File: src/rtl/scsw_pkg.sv
// Shared types, constants and reply text for the serial command stopwatch.
// No dependencies; imported by every module of the block.
`default_nettype none

package scsw_pkg;

  // Width of the wrapping seconds count
  localparam int SECONDS_WIDTH = 16;
  localparam int SEC_CNT_W     = $clog2(SECONDS_WIDTH);

  localparam int PREFIX_DEPTH = 5;
  localparam int POS_W        = 3;
  localparam int TICK_W       = 16;
  localparam logic [TICK_W-1:0] TPS_RESET = 16'd1000;

  // Command queue between front and back
  localparam int FIFO_DEPTH = 2;
  localparam int FIFO_PTR_W = $clog2(FIFO_DEPTH);
  localparam int FIFO_CNT_W = $clog2(FIFO_DEPTH + 1);

  // Input operation codes
  localparam logic OP_BYTE = 1'b0;
  localparam logic OP_TICK = 1'b1;

  localparam logic [7:0] CHAR_CR    = 8'h0D;
  localparam logic [7:0] DIGIT_BASE = 8'h30;

  // Reply lengths and character index width
  localparam int STOP_LEN  = 10;
  localparam int SHORT_LEN = 6;
  localparam int IDX_W     = 4;
  localparam int DIGITS    = 4;

  localparam logic [7:0] WORD_STOP  [0:3] = '{8'h53, 8'h54, 8'h4F, 8'h50};
  localparam logic [7:0] WORD_START [0:4] = '{8'h53, 8'h54, 8'h41, 8'h52, 8'h54};
  localparam logic [7:0] TAIL_STOP  [0:5] = '{8'h20, 8'h43, 8'h45, 8'h4B, 8'h2E, 8'h0A};
  localparam logic [7:0] REPLY_START[0:5] = '{8'h53, 8'h54, 8'h41, 8'h52, 8'h54, 8'h0A};
  localparam logic [7:0] REPLY_ERROR[0:5] = '{8'h45, 8'h52, 8'h52, 8'h4F, 8'h52, 8'h0A};

  typedef struct packed {
    logic       operation;
    logic [7:0] rx_byte;
  } in_item_t;

  typedef struct packed {
    logic [7:0] tx_byte;
    logic       last;
  } out_item_t;

  typedef enum logic [1:0] {
    CMD_STOP,
    CMD_START,
    CMD_ERROR
  } cmd_kind_t;

  // One classified command request, queued for the back end
  typedef struct packed {
    cmd_kind_t                 kind;
    logic [SECONDS_WIDTH-1:0]  seconds;
  } cmd_t;

  typedef enum logic [1:0] {
    BK_IDLE,
    BK_CONVERT,
    BK_SEND
  } back_state_t;

  // Length of the reply for a command kind
  function automatic logic [IDX_W-1:0] reply_len(input cmd_kind_t kind);
    reply_len = (kind == CMD_STOP) ? IDX_W'(STOP_LEN) : IDX_W'(SHORT_LEN);
  endfunction

  // Character at position idx of the reply; digits holds four BCD digits
  function automatic logic [7:0] reply_char(input cmd_kind_t kind,
                                            input logic [IDX_W-1:0] idx,
                                            input logic [4*DIGITS-1:0] digits);
    logic [IDX_W-1:0] tail_idx;
    logic [3:0]       digit;
    tail_idx = idx - IDX_W'(DIGITS);
    digit    = digits[4*(DIGITS-1) +: 4];
    reply_char = 8'h00;
    unique case (kind)
      CMD_STOP: begin
        if (idx < IDX_W'(DIGITS)) begin
          unique case (idx[1:0])
            2'd0: digit = digits[15:12];
            2'd1: digit = digits[11:8];
            2'd2: digit = digits[7:4];
            2'd3: digit = digits[3:0];
          endcase
          reply_char = DIGIT_BASE + {4'h0, digit};
        end else if (idx < IDX_W'(STOP_LEN)) begin
          reply_char = TAIL_STOP[tail_idx[2:0]];
        end
      end
      CMD_START: begin
        if (idx < IDX_W'(SHORT_LEN)) reply_char = REPLY_START[idx[2:0]];
      end
      default: begin
        if (idx < IDX_W'(SHORT_LEN)) reply_char = REPLY_ERROR[idx[2:0]];
      end
    endcase
  endfunction

  // One double-dabble step on four BCD digits, shifting in one binary bit
  function automatic logic [4*DIGITS-1:0] dabble(input logic [4*DIGITS-1:0] bcd,
                                                 input logic bit_in);
    logic [4*DIGITS-1:0] adj;
    adj = bcd;
    for (int d = 0; d < DIGITS; d++) begin
      if (bcd[4*d +: 4] >= 4'd5) adj[4*d +: 4] = bcd[4*d +: 4] + 4'd3;
    end
    dabble = {adj[4*DIGITS-2:0], bit_in};
  endfunction

endpackage

`default_nettype wire

File: src/rtl/serial_command_stopwatch_core.sv
// Serial command stopwatch. Input requests are either a received byte or a
// millisecond tick; both are taken one per cycle while the two-entry command
// queue has room, so in_stall rises only when two replies wait in the queue
// behind the one being converted or sent. Ticks and non-terminating bytes
// produce nothing. A carriage return queues one reply, which passes from the
// queue through the back end's pickup in idle and then through the output
// register. Characters of "START\n" or "ERROR\n" follow at one per cycle
// while out_stall is low. A STOP reply first passes through the serial
// binary-to-decimal converter, which takes in the seconds count bit by bit,
// MSB first; its ten characters then follow at one per cycle while out_stall
// is low. Between replies the back end returns to idle for the next pickup.
// last marks the final character. ticks_per_second is written through
// cfg_write/cfg_data and takes effect on the next tick.
// Depends on scsw_pkg, scsw_front, scsw_fifo and scsw_back.
`default_nettype none

module serial_command_stopwatch_core (
  input  wire                 clk,
  input  wire                 rst,
  input  wire                 cfg_write,
  input  wire [15:0]          cfg_data,
  input  wire                 in_valid,
  output logic                in_stall,
  input  scsw_pkg::in_item_t  in_item,
  output logic                out_valid,
  input  wire                 out_stall,
  output scsw_pkg::out_item_t out_item
);
  import scsw_pkg::*;

  logic push;
  cmd_t push_data;
  logic full;
  logic pop;
  logic not_empty;
  cmd_t head;

  scsw_front u_front (
    .clk       (clk),
    .rst       (rst),
    .cfg_write (cfg_write),
    .cfg_data  (cfg_data),
    .in_valid  (in_valid),
    .in_stall  (in_stall),
    .in_item   (in_item),
    .push      (push),
    .push_data (push_data),
    .full      (full)
  );

  scsw_fifo u_fifo (
    .clk       (clk),
    .rst       (rst),
    .push      (push),
    .push_data (push_data),
    .full      (full),
    .pop       (pop),
    .not_empty (not_empty),
    .head      (head)
  );

  scsw_back u_back (
    .clk       (clk),
    .rst       (rst),
    .cmd_ready (not_empty),
    .cmd       (head),
    .pop       (pop),
    .out_valid (out_valid),
    .out_stall (out_stall),
    .out_item  (out_item)
  );

endmodule

`default_nettype wire

File: src/rtl/scsw_front.sv
// Front end: takes input requests, runs the tick and seconds counters,
// stores the command text and classifies it on carriage return. Uses scsw_pkg.
`default_nettype none

module scsw_front (
  input  wire                     clk,
  input  wire                     rst,
  input  wire                     cfg_write,
  input  wire [15:0]              cfg_data,
  input  wire                     in_valid,
  output logic                    in_stall,
  input  scsw_pkg::in_item_t      in_item,
  output logic                    push,
  output scsw_pkg::cmd_t          push_data,
  input  wire                     full
);
  import scsw_pkg::*;

  logic [TICK_W-1:0]        ticks_per_second;
  logic [TICK_W-1:0]        tick_count;
  logic [TICK_W-1:0]        tick_next;
  logic [SECONDS_WIDTH-1:0] seconds;
  logic [7:0]               prefix [0:PREFIX_DEPTH-1];
  logic [POS_W-1:0]         wr_pos;
  logic                     accept;
  logic                     is_cr;
  logic                     stop_hit;
  logic                     start_hit;

  assign in_stall  = full;
  assign accept    = in_valid && !full;
  assign is_cr     = (in_item.rx_byte == CHAR_CR);
  assign tick_next = tick_count + TICK_W'(1);

  // Prefix compare against both keywords
  always_comb begin
    stop_hit  = 1'b1;
    start_hit = 1'b1;
    for (int i = 0; i < 4; i++) begin
      if (prefix[i] != WORD_STOP[i]) stop_hit = 1'b0;
    end
    for (int i = 0; i < PREFIX_DEPTH; i++) begin
      if (prefix[i] != WORD_START[i]) start_hit = 1'b0;
    end
  end

  // Command request toward the queue
  assign push = accept && (in_item.operation == OP_BYTE) && is_cr;
  always_comb begin
    push_data.seconds = seconds;
    if (stop_hit)       push_data.kind = CMD_STOP;
    else if (start_hit) push_data.kind = CMD_START;
    else                push_data.kind = CMD_ERROR;
  end

  // Counters, register and text store
  always_ff @(posedge clk) begin
    if (rst) begin
      ticks_per_second <= TPS_RESET;
      tick_count       <= '0;
      seconds          <= '0;
      wr_pos           <= '0;
      for (int i = 0; i < PREFIX_DEPTH; i++) prefix[i] <= 8'h00;
    end else begin
      if (cfg_write) ticks_per_second <= cfg_data;
      if (accept) begin
        if (in_item.operation == OP_TICK) begin
          if (tick_next >= ticks_per_second) begin
            tick_count <= '0;
            seconds    <= seconds + SECONDS_WIDTH'(1);
          end else begin
            tick_count <= tick_next;
          end
        end else if (!is_cr) begin
          if (wr_pos < POS_W'(PREFIX_DEPTH)) begin
            prefix[wr_pos] <= in_item.rx_byte;
            wr_pos         <= wr_pos + POS_W'(1);
          end
        end else begin
          // End of command: clear the store, START also clears seconds
          wr_pos <= '0;
          for (int i = 0; i < PREFIX_DEPTH; i++) prefix[i] <= 8'h00;
          if (!stop_hit && start_hit) seconds <= '0;
        end
      end
    end
  end

endmodule

`default_nettype wire

File: src/rtl/scsw_fifo.sv
// Short command queue between the front and back ends.
// Holds classified command requests; uses scsw_pkg.
`default_nettype none

module scsw_fifo (
  input  wire             clk,
  input  wire             rst,
  input  wire             push,
  input  scsw_pkg::cmd_t  push_data,
  output logic            full,
  input  wire             pop,
  output logic            not_empty,
  output scsw_pkg::cmd_t  head
);
  import scsw_pkg::*;

  cmd_t                  entries [0:FIFO_DEPTH-1];
  logic [FIFO_PTR_W-1:0] wr_ptr;
  logic [FIFO_PTR_W-1:0] rd_ptr;
  logic [FIFO_CNT_W-1:0] count;
  logic                  do_push;
  logic                  do_pop;

  assign full      = (count == FIFO_CNT_W'(FIFO_DEPTH));
  assign not_empty = (count != '0);
  assign head      = entries[rd_ptr];
  assign do_push   = push && !full;
  assign do_pop    = pop && not_empty;

  // Entry storage
  always_ff @(posedge clk) begin
    if (do_push) entries[wr_ptr] <= push_data;
  end

  // Pointers and fill count
  always_ff @(posedge clk) begin
    if (rst) begin
      wr_ptr <= '0;
      rd_ptr <= '0;
      count  <= '0;
    end else begin
      if (do_push) wr_ptr <= (wr_ptr == FIFO_PTR_W'(FIFO_DEPTH - 1)) ? '0 : wr_ptr + 1'b1;
      if (do_pop)  rd_ptr <= (rd_ptr == FIFO_PTR_W'(FIFO_DEPTH - 1)) ? '0 : rd_ptr + 1'b1;
      if (do_push && !do_pop)      count <= count + FIFO_CNT_W'(1);
      else if (do_pop && !do_push) count <= count - FIFO_CNT_W'(1);
    end
  end

endmodule

`default_nettype wire

File: src/rtl/scsw_back.sv
// Back end: pops command requests, converts seconds to four decimal digits bit
// by bit for STOP and streams the reply through an output register. Uses scsw_pkg.
`default_nettype none

module scsw_back (
  input  wire                 clk,
  input  wire                 rst,
  input  wire                 cmd_ready,
  input  scsw_pkg::cmd_t      cmd,
  output logic                pop,
  output logic                out_valid,
  input  wire                 out_stall,
  output scsw_pkg::out_item_t out_item
);
  import scsw_pkg::*;

  back_state_t              state, state_next;
  cmd_kind_t                kind, kind_next;
  logic [SECONDS_WIDTH-1:0] bin, bin_next;
  logic [4*DIGITS-1:0]      bcd, bcd_next;
  logic [SEC_CNT_W-1:0]     cnt, cnt_next;
  logic [IDX_W-1:0]         idx, idx_next;
  logic                     valid_next;
  out_item_t                item_next;
  logic                     out_load;
  logic                     is_last;

  assign out_load = (state == BK_SEND) && (!out_valid || !out_stall);
  assign is_last  = (idx == reply_len(kind) - IDX_W'(1));

  // State register and datapath registers
  always_ff @(posedge clk) begin
    if (rst) begin
      state     <= BK_IDLE;
      out_valid <= 1'b0;
    end else begin
      state     <= state_next;
      out_valid <= valid_next;
    end
    kind     <= kind_next;
    bin      <= bin_next;
    bcd      <= bcd_next;
    cnt      <= cnt_next;
    idx      <= idx_next;
    out_item <= item_next;
  end

  // Next state and outputs
  always_comb begin
    state_next = state;
    kind_next  = kind;
    bin_next   = bin;
    bcd_next   = bcd;
    cnt_next   = cnt;
    idx_next   = idx;
    pop        = 1'b0;
    item_next  = out_item;
    valid_next = out_valid && out_stall;
    unique case (state)
      BK_IDLE: begin
        if (cmd_ready) begin
          pop       = 1'b1;
          kind_next = cmd.kind;
          bin_next  = cmd.seconds;
          bcd_next  = '0;
          cnt_next  = '0;
          idx_next  = '0;
          state_next = (cmd.kind == CMD_STOP) ? BK_CONVERT : BK_SEND;
        end
      end
      BK_CONVERT: begin
        // One seconds bit per cycle, MSB first; top digit carry drops (mod 10000)
        bcd_next = dabble(bcd, bin[SECONDS_WIDTH-1]);
        bin_next = {bin[SECONDS_WIDTH-2:0], 1'b0};
        cnt_next = cnt + SEC_CNT_W'(1);
        if (cnt == SEC_CNT_W'(SECONDS_WIDTH - 1)) state_next = BK_SEND;
      end
      BK_SEND: begin
        if (out_load) begin
          item_next.tx_byte = reply_char(kind, idx, bcd);
          item_next.last    = is_last;
          valid_next        = 1'b1;
          idx_next          = idx + IDX_W'(1);
          if (is_last) state_next = BK_IDLE;
        end
      end
      default: state_next = BK_IDLE;
    endcase
  end

endmodule

`default_nettype wire

File: config.mk
export PLATFORM = sky130hd
export DESIGN_NAME = serial_command_stopwatch_core
export DESIGN_NICKNAME = d
export VERILOG_FILES = /design/src/rtl/scsw_pkg.sv /design/src/rtl/serial_command_stopwatch_core.sv /design/src/rtl/scsw_front.sv /design/src/rtl/scsw_fifo.sv /design/src/rtl/scsw_back.sv
export SDC_FILE = /design/constraint.sdc
export NUM_CORES = 1
export LEC_CHECK = 0
export BUFFER_PORTS_ARGS = -buffer_cell sky130_fd_sc_hd__buf_2
export CORE_ASPECT_RATIO = 1.4
export CORE_MARGIN = 2
export CORE_UTILIZATION = 30
export CTS_CLUSTER_SIZE = 25
export DETAILED_ROUTE_END_ITERATION = 10
export HOLD_SLACK_MARGIN = 0.06
export PLACE_DENSITY_LB_ADDON = 0.2
export SLEW_MARGIN = 10
export SYNTH_ARGS = -nofsm -noshare
export SYNTH_HDL_FRONTEND = slang
export SYNTH_SLANG_ARGS = --single-unit
File: constraint.sdc
create_clock -name clk -period 4.2 [get_ports clk]
set_input_delay 0.42 -clock clk [delete_from_list [all_inputs] [get_ports clk]]
set_output_delay 0.42 -clock clk [all_outputs]
set_load 0.01 [all_outputs]
==> results of run 1 <==
-- critical path: cells and delay by family, from the launching register on --
kind / cells / cell delay, ns
and+or+nand+nor: 7 / 1.82
adders and majority gates: 2 / 0.53
DFF: 1 / 0.41
AOI/OAI and AO/OA: 2 / 0.38
xor gates and xnor gates: 1 / 0.21
-- worst paths after layout --
kind,end,slack (ns),cells past startpoint
min reg2reg,u_front.ticks_per_second[9],0.49,2
max,u_front.tick_count[4],0.76,12
min,u_front.ticks_per_second[6],0.21,3
max reg2reg,u_front.tick_count[4],0.76,12
-- logic make-up after synthesis --
group	Yosys count	synth area share, %
simple gates	330	19.4
xor+xnor	28	2.75
other cells	1	0.0421
buf+inv	85	3.76
flops	185	55.7
fa+ha+maj	34	4.77
compound gates	145	10.1
mux	31	3.52
-- state kept, by name, indices dropped and copies added, names as in the netlist, named ones only --
name and count:
u_front.prefix 40, u_fifo.entries 36, u_back.bcd 16, u_back.bin 16
u_front.seconds 16, u_front.tick_count 16, u_front.ticks_per_second 16, u_back.out_item 8
u_back.cnt 4, u_back.idx 4, u_front.wr_pos 3, u_back.kind 2
u_back.state 2, u_fifo.count 2, u_back.out_valid 1, u_fifo.rd_ptr 1
u_fifo.wr_ptr 1
-- cells in the mapped netlist, drive strengths merged (6+ instances only) --
master    n
inv      45
nand3b    9
nand4    11
nand3    37
o211ai    8
dfxtp    59
nor3     14
nor4b     6
nand2    78
a21oi    51
nor2     72
or4       6
edfxtp  126
xor2      7
and3     14
buf      10
or3       6
nor4      7
ha       34
o21ai    36
mux2i    28
xnor2    21
clkbuf   30
a31oi    11
nand2b   11
and2     38
-- cell type report --
class                      count  area share [%]
timing repair buffer          48            2.61
inverter                      45            1.68
multi-input combinational    569            36.1
clock inverter                 6           0.633
clock buffer                  26            4.97
sequential                   185            49.3
tap                          380            4.72
-- routing by layer --
metal  track usage (%)  wire length, um  vias to the layer above
met5                 0                0                        -
met4              5.30              488                        0
met3              2.39              375                       28
met2              23.6             9990                       66
met1              13.9             7750                     2933
li1                  -                -                     3095
-- stage by stage --
stage                     instance area (sq um)  power [W]  utilization [%]  worst slack (ns)  cells
after floorplan                            8920    0.00341                -              1.14    839
after detailed placement                   9500    0.00377             32.5             0.766   1227
after CTS                                 10100    0.00534             34.4             0.740   1259
final                                     10100    0.00526             34.4             0.760   1259
after global placement                     9500    0.00376             32.5             0.843   1227
after global routing                      10100    0.00560             34.4             0.389   1259
-- report_power, final --
group          total [W]  leakage [nW]  internal [W]  switching [W]
Combinational    0.00112          1.62      0.000440       0.000682
Sequential       0.00259          1.71       0.00232       0.000265
Clock            0.00155         0.270      0.000884       0.000671
Total            0.00526          3.60       0.00365        0.00162
==> flow_summary.ini, run 1 <==
[floorplanning]
die_y_um = 208
rows = 74
io_pins = 41
die_w_um = 150
die_area_sq_um = 31100
initial_core_util_pct = 30.5
fp.coreArea_sq_um = 29300

[placement]
place_congestion = 0.756
port_buffers = 39
dpl.hpwl_um = 13100

[clock_tree]
cts_tree = yes
clkTransAtPathRegs_ns = 0.06
h-tree-depth = 4
cts_inserted_buffers = 17
clock_path_buffers = 2
hold_buffers = 0
post-cts-setup-buffer-count = 0
cts.sinks = 185
worstSkewPairLatency_ns = 0.44
ctsResizeCount = 0
root_buffer = clkbuf_16

[synth]
netlist.area_leader.share_pct = 42.4
synth_area_leaders = edfxtp_1 (42%), dfxtp_1 (13%), ha_1 (4.8%)
synth_ff_type = edfxtp_1
syn_nets = 903
synth_seq_cells = 185
synth_top_area_cell = edfxtp_1
synthCells = 839
syn_area_per_cell_sq_um = 10.6
ys_async_sr_fraction_pct = 0
syn_area_sq_um = 8920
ys_warn_count = 0
yosysSeqAreaShare_pct = 55.7
ys_types = 69
synth_edf_count = 126

[timing]
max_clock_freq_mhz = 291
holdWs_ns = 0.210
worst_slew_pin_slew_ns = 1.09
setup_tns_ns = 0
grt_setup_unrepaired = no
relSlewSlack_pct = 27.1
finalCriticalPeriod_ns = 3.44
fin_crit_sh_pct = 81.9
skew_ns = 0.00928
finalHoldViolCount = 0
slew_viol_final = 0
final-setup-viol-count = 0

[route]
viasPerCell = 4.86
dr.pass1.iters = 4
num_vias = 6122
routed_wl_um = 18600
initialDrtViolationCount = 252
route.antenna.remaining_nets = 0
wire_per_inst_um = 14.8
drc_errors = 0

[global_route]
grt_pass1_wl_um = 31500
grt_overflow = 0
grt_max_degree = 56
gr-usage-all-layers_pct = 12.7
antenna_found_initial = 0
grt_pass1_vias = 6376

[setup_path]
arrival_ns = 3.79
cpMaxStageDelayCell = or4_1
crit_type = reg2reg
rr_startpoint = u_front.tick_count[0]
startpoint = u_front.tick_count[0]
cp-start-kind = flop
cp_max_fo = 11
critPathMaxStageDelay_ns = 0.53
path_cells = ha_1, nand3_1, nor2_1, nand4_1, xnor2_1, ha_1, nand4_1, nor4_2, a221oi_2, nand3_1, or4_1, o31ai_1
required_ns = 4.55
end_kind = flop

[final_layout]
final_common_cell = edfxtp_1
area_growth_pct = 13.0
nFillCells = 3046
multi_input_area_sq_um = 3640
regArea_sq_um = 4960
antenna_cells = 0
final_cell_mix = edfxtp_1 (126), nand2_1 (78), nor2_1 (70)
final_nets = 930
drive_gt1_share_pct = 11.0

[outcome]
status = finished, final reports clean

[pwr]
p_leak_nw = 3.60
peakVddDrop_uv = 265
powerDensity_nw_per_um2 = 522

[flow_run]
drv_cap = 0

[hold_path]
min_from = cfg_data[6]
hold_class = in2reg
No activity file was read; power rests on OpenSTA's default activity.
==> run 2, diff against run 1 <==
Settings changed: ABC_AREA set to 1.
Clock period 4.2 ns to 3.4 ns, I/O delays scaled along.
==> run 2 against run 1 <==
Net effect: first-iteration DRC count rose by 33%; clock power rose by 33%; total power rose by 20%; final area rose by 0.88%; synthesized area rose by 0.14%; core utilization rose by 0.30 points; critical path depth rose by 7; maximum frequency rose by 14%; sequential cell count did not move; via count rose by 6.9%; register-to-register slack got worse by 0.37 ns; critical path type unchanged; largest cell class unchanged; largest power group unchanged.
==> flow_summary.ini, run 2 <==
[outcome]
status = finished, final reports clean

[final_layout]
antenna_cells = 0
top_register = u_front.prefix
area_growth_pct = 13.8
drive_gt1_share_pct = 10.1
largest_reg_flops = 40
final_common_cell = nand2_1
final_nets = 1090
final_cell_mix = nand2_1 (159), nor2_1 (141), edfxtp_1 (126)
top_regs = u_front.prefix x40, u_fifo.entries x36

[synth]
synthTopCellsByCount = nand2_1 (159), nor2_1 (141), edfxtp_1 (126)
synth_ff_type = edfxtp_1
yosysSeqAreaShare_pct = 55.6
synth_seq_cells = 185
ys_warn_count = 0
netlist.area_leader.share_pct = 42.4
synth_edf_count = 126
synth_top_area_cell = edfxtp_1
synthCells = 986
ys_types = 42
synth_area_leaders = edfxtp_1 (42%), dfxtp_1 (13%), a21oi_1 (6.7%)
ys_async_sr_fraction_pct = 0
syn_area_per_cell_sq_um = 9.06
yosysMostFrequentCell = nand2_1
syn_nets = 1050
syn_area_sq_um = 8930

[timing]
worst_slew_pin_slew_ns = 0.869
setup_slack_ns = 0.389
relSlewSlack_pct = 42.0
skew_ns = 0.0190
grt_setup_unrepaired = no
slew_viol_final = 0
finalHoldViolCount = 0
final-setup-viol-count = 0
fin_crit_sh_pct = 88.6
finalCriticalPeriod_ns = 3.01
max_clock_freq_mhz = 332
setup_tns_ns = 0

[floorplanning]
die_y_um = 208
io_pins = 41
rows = 74
die_w_um = 150
fp.coreArea_sq_um = 29300
die_area_sq_um = 31200
initial_core_util_pct = 30.5

[setup_path]
path_cells = ha_1, nand3_1, nor2_1, nand3_1, nor2_1, nand2_1, xor2_1, inv_1, ha_1, nand2_1, nor3_1, nand2_1, nand2_2, nand2_1, nand2_2, buf_4, nand3_1, nand2_1, nor2_1
cpLargestDelayFamily = simple AND/OR/NAND/NOR gates
required_ns = 3.72
cp_max_fo = 24
cp-start-kind = flop
cpMostUsedCell = nand2_1
critPathMaxStageDelay_ns = 0.40
crit_type = reg2reg
arrival_ns = 3.33
worstPathBufferInverterCount = 2
cpMaxStageDelayCell = dfxtp_1
end_kind = flop

[global_route]
grt_max_degree = 37
antenna_found_initial = 0
grt_pass1_wl_um = 31900
gr-usage-all-layers_pct = 12.9
grt_overflow = 0
grt_pass1_vias = 6508

[route]
route.antenna.remaining_nets = 0
viasPerCell = 4.61
num_vias = 6546
drc_errors = 0
routed_wl_um = 18900
dr.pass1.iters = 5
wire_per_inst_um = 13.4
initialDrtViolationCount = 335

[pwr]
power_switching_w = 0.00191
power.share.clock_pct = 32.7
internal_power_w = 0.00438
p_comb_share_pct = 19.1
peakVddDrop_uv = 356
p_leak_nw = 3.99
powerDensity_nw_per_um2 = 619
seq_power_share_pct = 48.2
p_sw_share_pct = 30.4

[clock_tree]
cts_tree = yes
worstSkewPairLatency_ns = 0.44
root_buffer = clkbuf_16
post-cts-setup-buffer-count = 0
cts_inserted_buffers = 17
clkTransAtPathRegs_ns = 0.07
ctsResizeCount = 0
cts.sinks = 185
hold_buffers = 0
clock_path_buffers = 2
h-tree-depth = 4

[hold_path]
hold_class = in2reg

[placement]
dpl.hpwl_um = 13500
place_ws_ns = 0.414
port_buffers = 39
place_congestion = 0.795

[flow_run]
drv_cap = 0
-- run 2: per-layer routing --
| layer | track usage [%] | wire, um |
|---|---|---|
| met2 | 24.2 | 10100 |
| met5 | 0 | 0 |
| met1 | 13.6 | 7830 |
| met3 | 2.54 | 468 |
| met4 | 5.50 | 503 |
-- run 2: path summary, 6_finish.rpt --
check / cells past startpoint / slack (ns) / endpoint / startpoint
min: 3 / 0.12 / u_front.ticks_per_second[3] / cfg_data[3]
max: 19 / 0.39 / u_front.seconds[4] / u_front.tick_count[0]
min reg2reg: 1 / 0.45 / flop / u_fifo.rd_ptr
max reg2reg: 19 / 0.39 / u_front.seconds[4] / u_front.tick_count[0]
-- run 2: area by class of cell --
| cell class | instances | area (sq um) |
|---|---|---|
| fill | 3081 | 19100 |
| sequential | 185 | 4960 |
| inverter | 124 | 465 |
| tap | 380 | 475 |
| clock inverter | 11 | 134 |
| multi-input combinational | 653 | 3400 |
| clock buffer | 21 | 482 |
| timing repair buffer | 45 | 240 |
-- run 2: power groups by stage --
stage | sequential, W | clock [W] | combinational (W)
final | 0.00303 | 0.00206 | 0.00120
after global routing | 0.00308 | 0.00220 | 0.00138
after CTS | 0.00304 | 0.00212 | 0.00122
after detailed placement | 0.00309 | 0 | 0.00121
after global placement | 0.00308 | 0 | 0.00121
after floorplan | 0.00305 | 0 | 0.000855
-- run 2: per-stage QoR --
stage	util, %	power [W]	hold slack (ns)	area [sq um]	std cells
6_report	34.7	0.00629	0.121	10200	1419
5_1_grt	34.7	0.00667	0.119	10200	1419
4_1_cts	34.7	0.00638	0.0974	10200	1419
3_5_place_dp	32.6	0.00430	0.440	9550	1387
3_3_place_gp	32.6	0.00429	0.436	9550	1387
2_1_floorplan	-	0.00390	0.426	8930	986
-- run 2: cells by family (layout without fill, tap and decap cells) --
logic type	after synthesis	after routing	share of synthesized area [%]
multiplexers	2	2	0.224
AND/OR/NAND/NOR	398	398	19.3
buffers and inverters	148	201	6.49
AO/OA/AOI/OAI	199	199	11.7
other	1	1	0.0420
flip-flops	185	185	55.6
XOR/XNOR	19	19	1.95
adder cells (fa/ha/maj)	34	34	4.76
-- run 2: tightest hold or removal path: cells and delay by family --
family | cells | cell delay (ns)
compound gates | 2 | 0.11
buf+inv | 1 | 0.08
==> run 3, diff against run 2 <==
Settings changed: CORE_ASPECT_RATIO 1.4 to 0.6, TNS_END_PERCENT set to 30.
==> run 3 against run 2 <==
Net effect: sequential cell count unchanged; combinational power hardly changed; worst setup slack worse by 0.011 ns; first-iteration DRC count increased by 44%; total power fell by 0.79%; core utilization grew 0.32 points; maximum frequency fell by 0.35%; clock-buffer cell count shrank 3; wire length grew 7.3%; non-clock buffer count is 1 higher.
==> flow_summary.ini, run 3 (same netlist as run 2, synthesis figures left out) <==
[setup_path]
crit_type = reg2reg
cp_max_fo = 24
end_kind = flop
cpMaxStageDelayCell = dfxtp_1
path_cells = ha_1, nand3_1, nor2_1, nand3_1, nor2_1, nand2_1, xor2_1, inv_1, ha_1, nand2_1, nor3_1, nand2_1, nand2_2, nand2_1, nand2_2, buf_4, nand3_1, a21oi_1
required_ns = 3.77
arrival_ns = 3.39
cpMostUsedCell = nand2_1
cp-start-kind = flop
critPathMaxStageDelay_ns = 0.41

[timing]
skew_ns = 0.00941
worst_slew_pin_slew_ns = 0.855
relSlewSlack_pct = 42.9
setup_tns_ns = 0
slew_viol_final = 0
final-setup-viol-count = 0
finalCriticalPeriod_ns = 3.02
holdWs_ns = 0.100
grt_setup_unrepaired = no
finalHoldViolCount = 0
fin_crit_sh_pct = 88.9
max_clock_freq_mhz = 331

[hold_path]
hold_class = in2reg

[final_layout]
utilization_pct = 35.1
nFillCells = 2983
largest_reg_flops = 40
antenna_cells = 0
fin_area_sq_um = 10200
final_common_cell = nand2_1
final_nets = 1091
area_growth_pct = 13.9
top_register = u_front.prefix
top_regs = u_front.prefix x40, u_fifo.entries x36
drive_gt1_share_pct = 10.1
final_cell_mix = nand2_1 (159), nor2_1 (141), edfxtp_1 (126)

[clock_tree]
ctsResizeCount = 0
clock_path_buffers = 2
worstSkewPairLatency_ns = 0.45
root_buffer = clkbuf_16
hold_buffers = 0
clkTransAtPathRegs_ns = 0.07
h-tree-depth = 4
cts_inserted_buffers = 17
cts.sinks = 185
post-cts-setup-buffer-count = 0
cts_tree = yes

[global_route]
grt_max_degree = 37
grt_pass1_vias = 6148
gr-usage-all-layers_pct = 13.9
grt_pass1_wl_um = 33100
antenna_found_initial = 0
grt_overflow = 0

[route]
dr.pass1.iters = 5
num_vias = 6488
initialDrtViolationCount = 483
drc_errors = 0
routed_wl_um = 20300
route.antenna.remaining_nets = 0
wire_per_inst_um = 14.1
viasPerCell = 4.51

[floorplanning]
fp.coreArea_sq_um = 29000
io_pins = 41
rows = 48
die_w_um = 227
die_y_um = 138
die_area_sq_um = 31200
initial_core_util_pct = 30.8

[placement]
dpl_cell_area_sq_um = 9590
port_buffers = 39
place_congestion = 0.825
dpl.hpwl_um = 14300

[pwr]
powerDensity_nw_per_um2 = 614
p_leak_nw = 3.96
peakVddDrop_uv = 287

[flow_run]
drv_cap = 0

[outcome]
status = finished, final reports clean
==> run 3: cell count changes in the layout (fill, tap and decap cells not counted), sizes merged <==
cell	before	now
inv	126	127
clkbuf	21	18
clkinv	6	4
clkinvlp	1	5
buf	45	46
==> run 3: final timing paths <==
| kind | from | endpoint | slack (ns) | cells past startpoint |
|---|---|---|---|---|
| worst min register to register | u_fifo.rd_ptr | u_fifo.rd_ptr | 0.46 | 1 |
| worst max register to register | u_front.tick_count[0] | u_front.seconds[8] | 0.38 | 18 |
| worst max-delay path | u_front.tick_count[0] | u_front.seconds[8] | 0.38 | 18 |
| worst min-delay path | cfg_data[7] | u_front.ticks_per_second[7] | 0.10 | 3 |
==> run 3: worst max-delay path: cells and delay by family (launching register included) <==
kind                     cells  cell delay [ns]
AO/OA/AOI/OAI                1             0.17
flip-flops                   1             0.41
buffers and inverters        2             0.35
adder cells (fa/ha/maj)      2             0.49
XOR/XNOR                     1             0.15
AND/OR/NAND/NOR             12             1.36
==> run 3: cell type report <==
cell class                      instances  area, sq um  area share [%]
Clock buffer                           18          429            4.22
Clock inverter                         14          146            1.44
Inverter                              124          465            4.58
Multi-Input combinational cell        653         3400            33.4
Sequential cell                       185         4960            48.8
Tap cell                              400          500            4.92
Timing Repair Buffer                   46          260            2.56
==> run 3: report_power, final <==
part / internal [W] / switching (W) / leakage (nW)
Clock: 0.00109 / 0.000909 / 0.267
Combinational: 0.000363 / 0.000845 / 1.96
Sequential: 0.00283 / 0.000204 / 1.74
Total: 0.00428 / 0.00196 / 3.96
==> run 3: routing by layer <==
layer / global-route usage, % / routed length, um / vias to the layer above
li1: - / - / 3414
met1: 21.9 / 12000 / 2981
met2: 18.0 / 7410 / 79
met3: 3.33 / 735 / 14
met4: 4.24 / 218 / 0
met5: 0 / 0 / -
==> run 3: through the flow <==
step                setup WS, ns  std cells  power [W]
floorplan                  0.455        986    0.00390
global placement           0.524       1408    0.00430
detailed placement         0.400       1408    0.00431
CTS                        0.371       1440    0.00630
global route            0.000429       1440    0.00661
finish                     0.378       1440    0.00624
